==> src/sv/rotenc_pkg.sv <==
`timescale 1ns / 1ps
`default_nettype none

package rotenc_pkg;

  // item function codes
  localparam logic FUNC_POLL = 1'b0;
  localparam logic FUNC_LOAD = 1'b1;

  // register indexes (paddr[2])
  localparam logic REG_HALF_STEP   = 1'b0;
  localparam logic REG_CLICK_TICKS = 1'b1;

  localparam int unsigned ADDR_W = 3;
  localparam logic [7:0] CLICK_TICKS_RST = 8'd200;

  // direction mark, bits 5:4 of a table entry
  localparam logic [1:0] MARK_NONE  = 2'b00;
  localparam logic [1:0] MARK_RIGHT = 2'b01;

  localparam int unsigned FULL_ROWS = 7;
  localparam int unsigned HALF_ROWS = 6;

  // full-step table: next state in bits 2:0, mark in bits 5:4
  localparam logic [5:0] FULL_TAB [FULL_ROWS][4] = '{
    '{6'h00, 6'h02, 6'h04, 6'h00},
    '{6'h03, 6'h00, 6'h01, 6'h10},
    '{6'h03, 6'h02, 6'h00, 6'h00},
    '{6'h03, 6'h02, 6'h01, 6'h00},
    '{6'h06, 6'h00, 6'h04, 6'h00},
    '{6'h06, 6'h05, 6'h00, 6'h20},
    '{6'h06, 6'h05, 6'h04, 6'h00}
  };

  // half-step table
  localparam logic [5:0] HALF_TAB [HALF_ROWS][4] = '{
    '{6'h03, 6'h02, 6'h01, 6'h00},
    '{6'h23, 6'h00, 6'h01, 6'h00},
    '{6'h13, 6'h02, 6'h00, 6'h00},
    '{6'h03, 6'h05, 6'h04, 6'h00},
    '{6'h03, 6'h03, 6'h04, 6'h10},
    '{6'h03, 6'h05, 6'h04, 6'h20}
  };

  typedef struct packed {
    logic       tab_sel;
    logic [7:0] click_ticks;
  } cfg_t;

  typedef struct packed {
    logic       func;
    logic       pin_a;
    logic       pin_b;
    logic       switch_pressed;
    logic [7:0] load_value;
  } item_t;

  typedef struct packed {
    logic [7:0] position;
    logic       step_event;
    logic       step_dir;
    logic       click_event;
  } result_t;

  // table lookup; a state with no row in the selected table reads row 0
  function automatic logic [5:0] tab_lookup(input logic half, input logic [2:0] st,
                                            input logic [1:0] code);
    logic [5:0] e;
    if (half) begin
      if (32'(st) >= HALF_ROWS) e = HALF_TAB[0][code];
      else e = HALF_TAB[st][code];
    end else begin
      if (32'(st) >= FULL_ROWS) e = FULL_TAB[0][code];
      else e = FULL_TAB[st][code];
    end
    return e;
  endfunction

endpackage

`default_nettype wire

==> src/sv/rotenc_cfg.sv <==
`timescale 1ns / 1ps
`default_nettype none

module rotenc_cfg (
  input  wire logic                          clk_i,
  input  wire logic                          rst_ni,
  input  wire logic                          psel,
  input  wire logic                          penable,
  input  wire logic                          pwrite,
  input  wire logic [rotenc_pkg::ADDR_W-1:0] paddr,
  input  wire logic [31:0]                   pwdata,
  output logic [31:0]                        prdata,
  output logic                               pready,
  output rotenc_pkg::cfg_t                   cfg_o
);

  logic       tab_sel_q, tab_sel_d;
  logic [7:0] click_ticks_q, click_ticks_d;
  logic       wr_en;

  assign pready = 1'b1;
  assign wr_en  = psel && penable && pwrite;

  // register write decode
  always_comb begin
    tab_sel_d     = tab_sel_q;
    click_ticks_d = click_ticks_q;
    if (wr_en) begin
      unique case (paddr[2])
        rotenc_pkg::REG_HALF_STEP:   tab_sel_d     = pwdata[0];
        rotenc_pkg::REG_CLICK_TICKS: click_ticks_d = pwdata[7:0];
        default: ;
      endcase
    end
  end

  always_ff @(posedge clk_i or negedge rst_ni) begin
    if (!rst_ni) begin
      tab_sel_q     <= 1'b0;
      click_ticks_q <= rotenc_pkg::CLICK_TICKS_RST;
    end else begin
      tab_sel_q     <= tab_sel_d;
      click_ticks_q <= click_ticks_d;
    end
  end

  // read-back mux
  always_comb begin
    unique case (paddr[2])
      rotenc_pkg::REG_HALF_STEP:   prdata = {31'd0, tab_sel_q};
      rotenc_pkg::REG_CLICK_TICKS: prdata = {24'd0, click_ticks_q};
      default:                     prdata = 32'd0;
    endcase
  end

  assign cfg_o = '{tab_sel: tab_sel_q, click_ticks: click_ticks_q};

endmodule

`default_nettype wire

==> src/sv/rotenc_core.sv <==
`timescale 1ns / 1ps
`default_nettype none

module rotenc_core (
  input  wire logic                clk_i,
  input  wire logic                rst_ni,
  input  wire logic                adv_i,
  input  wire rotenc_pkg::item_t   item_i,
  input  wire rotenc_pkg::cfg_t    cfg_i,
  output rotenc_pkg::result_t      res_o
);

  logic [2:0] tstate_q, tstate_d;
  logic [7:0] pos_q, pos_d;
  logic       dir_q, dir_d;
  logic [7:0] press_q, press_d;
  logic [5:0] entry;
  logic [1:0] mark;
  logic [7:0] press_inc;
  logic       step, click;

  assign entry     = rotenc_pkg::tab_lookup(cfg_i.tab_sel, tstate_q,
                                            {item_i.pin_b, item_i.pin_a});
  assign mark      = entry[5:4];
  assign press_inc = press_q + 8'd1;

  // next state of the decoder for the word in the input register
  always_comb begin
    tstate_d = tstate_q;
    pos_d    = pos_q;
    dir_d    = dir_q;
    press_d  = press_q;
    step     = 1'b0;
    click    = 1'b0;
    if (item_i.func == rotenc_pkg::FUNC_LOAD) begin
      pos_d = item_i.load_value;
    end else begin
      tstate_d = entry[2:0];
      case (mark)
        rotenc_pkg::MARK_NONE: ;
        rotenc_pkg::MARK_RIGHT: begin
          dir_d = 1'b1;
          pos_d = pos_q + 8'd1;
          step  = 1'b1;
        end
        default: begin
          dir_d = 1'b0;
          pos_d = pos_q - 8'd1;
          step  = 1'b1;
        end
      endcase
      // click counter keeps its value while released
      if (item_i.switch_pressed) begin
        if (press_inc == cfg_i.click_ticks) begin
          press_d = 8'd0;
          click   = 1'b1;
        end else begin
          press_d = press_inc;
        end
      end
    end
  end

  always_ff @(posedge clk_i or negedge rst_ni) begin
    if (!rst_ni) begin
      tstate_q <= 3'd0;
      pos_q    <= 8'd0;
      dir_q    <= 1'b0;
      press_q  <= 8'd0;
    end else if (adv_i) begin
      tstate_q <= tstate_d;
      pos_q    <= pos_d;
      dir_q    <= dir_d;
      press_q  <= press_d;
    end
  end

  assign res_o = '{position: pos_d, step_event: step, step_dir: dir_d, click_event: click};

endmodule

`default_nettype wire

==> src/sv/rotary_encoder_decoder.sv <==
`timescale 1ns / 1ps
`default_nettype none

// channel   direction  handshake                 payload
// input     in         in_valid_i / in_stall_o   func, pin_a, pin_b, switch_pressed, load_value
// output    out        out_valid_o / out_stall_i position, step_event, step_dir, click_event
// config    in         APB write/read            half_step_mode, click_ticks
//
// one word per cycle sustained while the output is not stalled
// a taken word passes through the input register and the result register around the table lookup
// reset clears both valid flags, the decoder state and the config registers to their defaults
// a stalled result holds; the input register still takes a word while the result waits,
// then the input stalls until the result register frees up

module rotary_encoder_decoder (
  input  wire logic                          clk_i,
  input  wire logic                          rst_ni,
  input  wire logic                          in_valid_i,
  output logic                               in_stall_o,
  input  wire logic                          func_i,
  input  wire logic                          pin_a_i,
  input  wire logic                          pin_b_i,
  input  wire logic                          switch_pressed_i,
  input  wire logic [7:0]                    load_value_i,
  output logic                               out_valid_o,
  input  wire logic                          out_stall_i,
  output logic [7:0]                         position_o,
  output logic                               step_event_o,
  output logic                               step_dir_o,
  output logic                               click_event_o,
  input  wire logic                          psel,
  input  wire logic                          penable,
  input  wire logic                          pwrite,
  input  wire logic [rotenc_pkg::ADDR_W-1:0] paddr,
  input  wire logic [31:0]                   pwdata,
  output logic [31:0]                        prdata,
  output logic                               pready
);

  rotenc_pkg::cfg_t    cfg;
  rotenc_pkg::item_t   item_q;
  rotenc_pkg::result_t res, res_q;
  logic                in_vld_q, out_vld_q;
  logic                out_free, adv, in_take;

  // pipeline control
  assign out_free   = !out_vld_q || !out_stall_i;
  assign adv        = in_vld_q && out_free;
  assign in_stall_o = in_vld_q && !out_free;
  assign in_take    = in_valid_i && !in_stall_o;

  rotenc_cfg u_cfg (
    .clk_i   (clk_i),
    .rst_ni  (rst_ni),
    .psel    (psel),
    .penable (penable),
    .pwrite  (pwrite),
    .paddr   (paddr),
    .pwdata  (pwdata),
    .prdata  (prdata),
    .pready  (pready),
    .cfg_o   (cfg)
  );

  // input register
  always_ff @(posedge clk_i or negedge rst_ni) begin
    if (!rst_ni) begin
      in_vld_q <= 1'b0;
    end else if (!in_stall_o) begin
      in_vld_q <= in_valid_i;
    end
  end

  always_ff @(posedge clk_i) begin
    if (in_take) begin
      item_q.func           <= func_i;
      item_q.pin_a          <= pin_a_i;
      item_q.pin_b          <= pin_b_i;
      item_q.switch_pressed <= switch_pressed_i;
      item_q.load_value     <= load_value_i;
    end
  end

  rotenc_core u_core (
    .clk_i  (clk_i),
    .rst_ni (rst_ni),
    .adv_i  (adv),
    .item_i (item_q),
    .cfg_i  (cfg),
    .res_o  (res)
  );

  // result register
  always_ff @(posedge clk_i or negedge rst_ni) begin
    if (!rst_ni) begin
      out_vld_q <= 1'b0;
    end else if (out_free) begin
      out_vld_q <= in_vld_q;
    end
  end

  always_ff @(posedge clk_i) begin
    if (adv) begin
      res_q <= res;
    end
  end

  assign out_valid_o   = out_vld_q;
  assign position_o    = res_q.position;
  assign step_event_o  = res_q.step_event;
  assign step_dir_o    = res_q.step_dir;
  assign click_event_o = res_q.click_event;

endmodule

`default_nettype wire

==> config.mk <==
export PLATFORM = sky130hd
export DESIGN_NAME = rotary_encoder_decoder
export DESIGN_NICKNAME = d
export VERILOG_FILES = /design/src/sv/rotenc_pkg.sv /design/src/sv/rotenc_cfg.sv /design/src/sv/rotenc_core.sv /design/src/sv/rotary_encoder_decoder.sv
export SDC_FILE = /design/constraint.sdc
export NUM_CORES = 1
export LEC_CHECK = 0
export BUFFER_PORTS_ARGS = -buffer_cell sky130_fd_sc_hd__buf_2
export CAP_MARGIN = 20
export CORE_MARGIN = 2
export CORE_UTILIZATION = 48
export CTS_BUF_LIST = sky130_fd_sc_hd__clkbuf_16
export DETAILED_ROUTE_END_ITERATION = 7
export MAX_ROUTING_LAYER = met4
export PLACE_DENSITY = 0.77
export SYNTH_ARGS = -nofsm -noshare
export SYNTH_HDL_FRONTEND = slang
export SYNTH_SLANG_ARGS = --single-unit
==> constraint.sdc <==
create_clock -name clk_i -period 3.2 [get_ports clk_i]
set_input_delay 0.48 -clock clk_i [delete_from_list [all_inputs] [get_ports clk_i]]
set_output_delay 0.48 -clock clk_i [all_outputs]
set_load 0.02 [all_outputs]
==> results.cfg, run 1 <==
[floorplanning]
start_util = 0.494
ios = 100
fp.coreArea_um2 = 7250
die-area_um2 = 8170
chipHeight_um = 90.4
num_rows = 31
die_width_um = 90.4

[routing]
drc = 0
wire_per_inst_um = 14.0
via_count = 2835
firstDrtPassIters = 4
ant_nets = 0
drt_iter0_markers = 115
vias_per_cell = 5.50
drt_wl_total_mm = 7.22

[setup_path]
critPathKind = flop to flop
arrival_ns = 2.96
cp-end-kind = flop
start_kind = flop
required_ns = 3.23
cp_max_fo = 10

[finish]
postLayoutCellArea_um2 = 3980
multi_input_area_um2 = 1850
register_area_um2 = 1470
nets = 478
area_growth_syn_to_layout_pct = 11.1
nFillCells = 662
utilization = 0.549
drive_gt1_frac = 0.248
diodes = 0

[clock_tree]
hold_buffers = 0
cts_max_level = 2
numCtsBuffers = 5
cts_tree = yes
clockBufferDepth = 2
cts_resized = 0
cts-root-buf = clkbuf_16
clk_pin_slew_ns = 0.07
clock_latency_ns = 0.29
postCtsSetupBuffers = 0
clock-sinks = 54

[timing]
hold_viol = 0
skew_ns = 0.00428
period_needed_ns = 2.93
fin_setup_tns_ns = 0
fmax_mhz = 342
rsz0062_at_grt = false
fin_crit_sh = 0.914
setup_viol = 0
worst_pin_slew_ns = 0.795
slew_headroom = 0.470
slew_violations = 0

[synthesis]
synth_common_cells = 28 x dfrtp_1, 27 x nand2_1, 26 x buf_4
synthArstFlopShare = 0.574
yosys-top-cells-area = dfrtp_1 20%, edfxtp_1 19%, buf_4 5.4%
synth_cell_types = 67
synth.top_cell.area_share = 0.196
synth_ff_type = dfrtp_1
yosysMostFrequentCell = dfrtp_1
yosysWarnings = 0
syn_area_um2 = 3580
synth_seq_cells = 54
netlist_instances = 367
synth_top_cell_by_area = dfrtp_1
synth_edf_count = 23
ys_seq_area_frac = 0.410
syn_area_per_cell_um2 = 9.76

[global_route]
globalRouteTotalUtil = 0.181
grt_max_degree = 32
antenna_found_initial = 0
first_global_vias = 2541
grt_overflow = 0
grt_pass1_wl_mm = 11.7

[job]
max_cap_viol_count = 0

[placed_design]
dp_hpwl_mm = 5.11
gp_congestion = 0.871
io_buffers = 48
place_area_um2 = 3820

[status]
status = finished, final reports clean

[power_and_ir_drop]
leakagePower_nw = 1.68
p_per_area_nw_per_um2 = 663
ir_drop_uv = 266

[hold_path]
min_path_type = input pin to asynchronous set/reset pin
[path summary, 6_finish.rpt]
path / from / to / slack [ns] / cells past startpoint
worst max-delay path: u_core.tstate_q[2] / position_o[5] / 0.27 / 11
worst min-delay path: rst_ni / u_core.press_q[5] / 0.26 / 1
worst max register to register: u_core.tstate_q[2] / position_o[5] / 0.27 / 11
worst min register to register: in_vld_q / out_valid_o / 0.48 / 1
max in group asynchronous: rst_ni / u_cfg.tab_sel_q / 2.42 / 1
min in group clk_i: load_value_i[4] / item_q[4] / 0.36 / 1
[registers in the layout (all words and copies together) (netlist names)]
signal and flops:
item_q 12, position_o 8, u_cfg.click_ticks_q 8, u_core.pos_q 8
u_core.press_q 8, u_core.tstate_q 3, click_event_o 1, in_vld_q 1
out_valid_o 1, step_dir_o 1, step_event_o 1, u_cfg.tab_sel_q 1
u_core.dir_q 1
[metal layers]
layer	wire length, µm	GRT usage
met1	3250	0.227
met2	3530	0.296
met3	331	0.0417
met5	0	-
met4	117	0.0513
[through the flow]
step           power [mW]  hold slack [ns]  worst slack [ns]  cells
2_1_floorplan        1.84            0.184             0.172    390
3_3_place_gp         2.06            0.446             0.146    507
3_5_place_dp         2.10            0.471            0.0783    507
4_1_cts              2.62            0.276            0.0746    515
5_1_grt              2.83            0.313            0.0117    515
6_report             2.64            0.257             0.275    515
[critical path, stage by stage (launching register included)]
cell	delay (ns)
dfrtp_2	0.48
nor2_1	0.16
a21oi_1	0.10
o31ai_2	0.26
inv_1	0.09
buf_4	0.19
ha_1	0.29
a211oi_1	0.29
nor2_1	0.14
and3_1	0.20
o31ai_1	0.33
o211ai_1	0.13
[report_power, final]
group          leakage, nW  switching (mW)  internal [mW]
Combinational         1.02           0.618          0.491
Clock               0.0724           0.231          0.283
Sequential           0.594           0.141          0.878
[placed cells by master (no fill, tap or decap), types with 7 or more instances in the layout]
cell type,instances
buf_2,48
nand2_1,27
dfrtp_1,26
conb_1,25
o21ai_0,23
edfxtp_1,23
nor2_1,21
nand3_1,18
buf_4,16
a21oi_1,14
nor3_1,13
inv_1,11
and2_1,10
mux2_2,9
mux2i_1,8
xor2_1,7
ha_1,7
[final cells by class]
type,instances,share of cell area
clock buffers,5,0.0314
clock inverters,3,0.00314
inverters,10,0.00943
multi-input cells,280,0.465
flip-flops and latches,54,0.370
well taps,99,0.0311
repair buffers,64,0.0905
[logic make-up (layout without fill, tap and decap cells)]
logic type / Yosys count / after routing / share of synthesized area
buffers and inverters: 56 / 82 / 0.103
AOI/OAI and AO/OA: 84 / 84 / 0.160
muxes: 17 / 17 / 0.0506
DFF: 54 / 54 / 0.410
other: 2 / 25 / 0.00210
xor gates and xnor gates: 14 / 14 / 0.0384
adders and majority gates: 9 / 9 / 0.0335
and+or+nand+nor: 131 / 131 / 0.202
Power figures use the tool's default switching activity.
==> run 2: changes to the inputs <==
Settings changed: ABC_AREA set to 1, CORE_UTILIZATION 48 to 47.
==> results.cfg, run 2 <==
[floorplanning]
fp.coreArea_um2 = 6870
start_util = 0.490
ios = 100
num_rows = 30
die-area_um2 = 7860
die_width_um = 88.7
chipHeight_um = 88.7

[setup_path]
required_ns = 3.24
arrival_ns = 2.63
crit_start = u_core.tstate_q[2]
cp_max_fo = 16
cp-end-kind = flop
rr_startpoint = u_core.tstate_q[2]
start_kind = flop
critPathKind = flop to flop

[timing]
fin_setup_tns_ns = 0
period_needed_ns = 2.59
fmax_mhz = 386
hold_viol = 0
skew_ns = 0.00864
slew_headroom = 0.511
worst_pin_slew_ns = 0.733
slew_violations = 0
setup_viol = 0
rsz0062_at_grt = false
fin_crit_sh = 0.809
whs_ns = 0.245

[finish]
drive_gt1_frac = 0.177
nFillCells = 632
largest_register = item_q
largest_reg_flops = 12
multi_input_area_um2 = 1540
area_growth_syn_to_layout_pct = 10.4
layout_common_cells = 142 x nand2_1, 54 x inv_1, 48 x buf_2, 31 x nand3_1
final_common_cell = nand2_1
register_area_um2 = 1470
diodes = 0
nets = 537
stdcell_count = 571
utilization = 0.541

[routing]
drc = 0
vias_per_cell = 4.83
via_count = 2758
firstDrtPassIters = 4
drt_wl_total_mm = 6.63
ant_nets = 0
wire_per_inst_um = 11.6
drt_iter0_markers = 115

[synthesis]
synth_ff_type = dfrtp_1
yosysWarnings = 0
yosys-top-cells-area = dfrtp_1 21%, edfxtp_1 21%, nand2_1 16%
ys_seq_area_frac = 0.436
syn_area_per_cell_um2 = 7.89
synth_seq_cells = 54
yosysMostFrequentCell = nand2_1
synth_cell_types = 37
syn_area_um2 = 3370
synth_edf_count = 23
netlist_instances = 427
synth_top_cell_by_area = dfrtp_1
synth.top_cell.area_share = 0.208
synth_common_cells = 142 x nand2_1, 51 x inv_1, 31 x nand3_1
synthArstFlopShare = 0.574

[placed_design]
placedCellCount = 563
gp_congestion = 0.899
io_buffers = 48
dp_hpwl_mm = 4.85

[global_route]
globalRouteTotalUtil = 0.191
grt_max_degree = 32
grt_pass1_wl_mm = 11.4
grt_overflow = 0
antenna_found_initial = 0
first_global_vias = 2603

[clock_tree]
cts_tree = yes
cts_resized = 0
clockBufferDepth = 2
postCtsSetupBuffers = 0
clock-sinks = 54
clock_latency_ns = 0.29
hold_buffers = 0
numCtsBuffers = 5
clk_pin_slew_ns = 0.07
cts-root-buf = clkbuf_16
cts_max_level = 2

[job]
max_cap_viol_count = 0

[status]
status = finished, final reports clean

[hold_path]
min_path_type = input pin to asynchronous set/reset pin

[power_and_ir_drop]
leakagePower_nw = 1.98
power_mw = 2.74
ir_drop_uv = 282
p_per_area_nw_per_um2 = 736
[run 2: final cells by class]
cell class,count,share of cell area
multi-input combinational,309,0.413
sequential,54,0.395
inverter,55,0.0562
clock inverter,3,0.00303
tap,96,0.0323
timing repair buffer,49,0.0666
clock buffer,5,0.0336
[run 2: final timing paths]
kind                       depth (start not counted)  slack (ns)                      to
max                                               15        0.61           position_o[7]
min                                                1        0.25  u_cfg.click_ticks_q[2]
max reg2reg                                       15        0.61           position_o[7]
min reg2reg                                        2        0.50            u_core.dir_q
max in group asynchronous                          1        2.48         u_core.pos_q[5]
min in group clk_i                                 1        0.36               item_q[2]
[run 2: report_power, final]
| part | switching [mW] | internal [mW] | leakage [nW] |
|---|---|---|---|
| sequential | 0.160 | 0.898 | 0.603 |
| combinational | 0.712 | 0.447 | 1.30 |
| clock | 0.237 | 0.282 | 0.0776 |
| total | 1.11 | 1.63 | 1.98 |
[run 2: per-layer routing]
layer	wire (µm)	up-vias	GRT usage
met4	89	0	0.0482
met1	2910	1259	0.230
li1	-	1391	-
met3	413	10	0.0429
met2	3210	98	0.322
met5	0	-	-
[run 2: logic make-up (layout without fill, tap and decap cells)]
kind of cell | Yosys count | after routing | synth area share
AND/OR/NAND/NOR | 233 | 233 | 0.306
buffers and inverters | 87 | 112 | 0.133
flip-flops | 54 | 54 | 0.436
AO/OA/AOI/OAI | 27 | 27 | 0.0423
adder cells (fa/ha/maj) | 9 | 9 | 0.0357
XOR/XNOR | 9 | 9 | 0.0234
multiplexers | 6 | 6 | 0.0201
other | 2 | 25 | 0.00223
[run 2: critical path, cell delays in order (launching register included)]
cell and delay [ns]:
dfrtp_1 0.54, nand2_2 0.13, nand2_2 0.08, nor2_1 0.05
nand2_1 0.09, and2_4 0.29, ha_1 0.33, nand2_1 0.09
nand3_1 0.16, nand2_1 0.10, nand2_1 0.05, nand3_1 0.09
nand2_1 0.06, nand2_1 0.05, nand3_1 0.07, and2_1 0.17
[run 2: metrics by stage]
step | setup slack (ns) | cell area (µm²)
final | 0.611 | 3720
after global routing | 0.359 | 3720
after CTS | 0.618 | 3720
after detailed placement | 0.635 | 3580
after global placement | 0.663 | 3580
after floorplan | 0.871 | 3450
==> run 3: changes to the inputs <==
Settings changed: ABC_AREA 1 to 0, CORE_UTILIZATION 47 to 48.
Clock period 3.2 ns to 2.1 ns, I/O delays scaled along.
==> results.cfg, run 3 (synthesis gave the netlist of run 1 again) <==
[status]
status = complete, but fails checks
violations = setup timing

[timing]
slew_headroom = 0.523
rsz0062_at_grt = true
setup_viol = 12
setup_ws_ns = -0.653
hold_viol = 0
fin_crit_sh = 1.31
slew_violations = 0
whs_ns = 0.0770
period_needed_ns = 2.75
worst_pin_slew_ns = 0.716
fmax_mhz = 363
skew_ns = 0.00591

[routing]
ant_nets = 0
drc = 0
drt_wl_total_mm = 8.45
drt_iter0_markers = 187
via_count = 3022
vias_per_cell = 5.46
wire_per_inst_um = 15.3
firstDrtPassIters = 5

[finish]
final_common_cell = buf_4
diodes = 0
nFillCells = 574
nets = 516
largest_register = item_q
layout_common_cells = 52 x buf_4, 48 x buf_2, 27 x nand2_1, 27 x dfrtp_1, 25 x conb_1
area_growth_syn_to_layout_pct = 25.5
largest_reg_flops = 12
drive_gt1_frac = 0.366

[setup_path]
cp_num_buf_inv = 2
r2r_cells = 10
required_ns = 2.13
cp_cell_sequence = nor4b_4 -> nand3_2 -> o31ai_4 -> inv_4 -> fa_2 -> a211oi_4 -> buf_4 -> nor4b_1 -> o41ai_2 -> o21bai_1
reg2reg_to = position_o[6]
critPathKind = flop to flop
cpPeakStageDelay_ns = 0.47
r2r_slack_ns = -0.65
cp-end-kind = flop
arrival_ns = 2.78
crit_path_top_delay_cell = dfrtp_2
cp_max_fo = 9
critPathTopFamily = compound AO/OA/AOI/OAI gates
rr_startpoint = u_core.tstate_q[2]
start_kind = flop

[clock_tree]
clockBufferDepth = 2
clk_pin_slew_ns = 0.07
cts-root-buf = clkbuf_16
cts_tree = yes
clock_latency_ns = 0.29
numCtsBuffers = 5
cts_max_level = 2
clock-sinks = 54

[global_route]
first_global_vias = 2934
grt_max_degree = 32
grt_overflow = 0
globalRouteTotalUtil = 0.210
antenna_found_initial = 0
grt_pass1_wl_mm = 13.8

[floorplanning]
chipHeight_um = 90.4
start_util = 0.494
ios = 100
die-area_um2 = 8170
die_width_um = 90.4
fp.coreArea_um2 = 7250
num_rows = 31

[placed_design]
dp_hpwl_mm = 6.12
gp_congestion = 0.963
io_buffers = 48

[power_and_ir_drop]
power_mw = 4.88
ir_drop_uv = 529
p_per_area_nw_per_um2 = 1090
leakagePower_nw = 1.90

[hold_path]
min_path_type = input pin to asynchronous set/reset pin

[job]
max_cap_viol_count = 0
## run 3: changes by cell type in the layout (fill, tap and decap cells not counted), sizes merged, moves of 11 or more
cell | previous run | this run
inv | 58 | 11
buf | 49 | 102
o21ai | 12 | 26
nor3 | 2 | 13
nand3 | 33 | 18
nand2 | 153 | 27
## run 3: final cells by class
type / instances / area, µm² / share of cell area
repair buffers: 102 / 662 / 0.147
clock buffers: 5 / 125 / 0.0278
clock inverters: 3 / 17.5 / 0.00390
well taps: 99 / 124 / 0.0275
flip-flops and latches: 54 / 1470 / 0.327
inverters: 10 / 40.0 / 0.00890
multi-input cells: 280 / 2060 / 0.457
## run 3: worst max path at each step
stage	startpoint	endpoint	cells past startpoint
5_1_grt	u_core.tstate_q[2]	position_o[6]	10
4_1_cts	item_q[9]	position_o[7]	10
3_5_place_dp	u_core.tstate_q[2]	position_o[7]	11
2_1_floorplan	item_q[9]	position_o[7]	11
6_report	u_core.tstate_q[2]	position_o[6]	10
3_3_place_gp	u_core.tstate_q[2]	position_o[7]	11
## run 3: layer usage
layer | vias to the layer above | track usage | wire length [µm]
li1 | 1452 | - | -
met1 | 1451 | 0.271 | 3660
met2 | 113 | 0.360 | 4290
met3 | 6 | 0.0250 | 424
met4 | 0 | 0.0410 | 78
met5 | - | - | 0
## run 3: power breakdown
part / internal [mW] / switching, mW / total [mW] / leakage [nW]
logic: 1.24 / 1.30 / 2.53 / 1.23
clock network: 0.438 / 0.362 / 0.800 / 0.0750
registers: 1.34 / 0.211 / 1.55 / 0.595
## run 3: metrics by stage
step	cell area [µm²]	utilization	worst slack [ns]	setup TNS, ns	std cells
2_1_floorplan	3800	-	-0.588	-4.62	390
3_3_place_gp	4210	0.580	-0.545	-4.95	541
3_5_place_dp	4210	0.580	-0.641	-5.97	541
4_1_cts	4400	0.607	-0.566	-5.08	550
5_1_grt	4500	0.620	-0.757	-7.34	553
6_report	4500	0.620	-0.653	-5.71	553
## run 3: timing repair
action                                  CTS  global route
endpoints found under the setup margin   13            19
resized for setup                        12            13
pin swaps                                 2             4
hold buffers                              0             0
setup buffers                             1             3
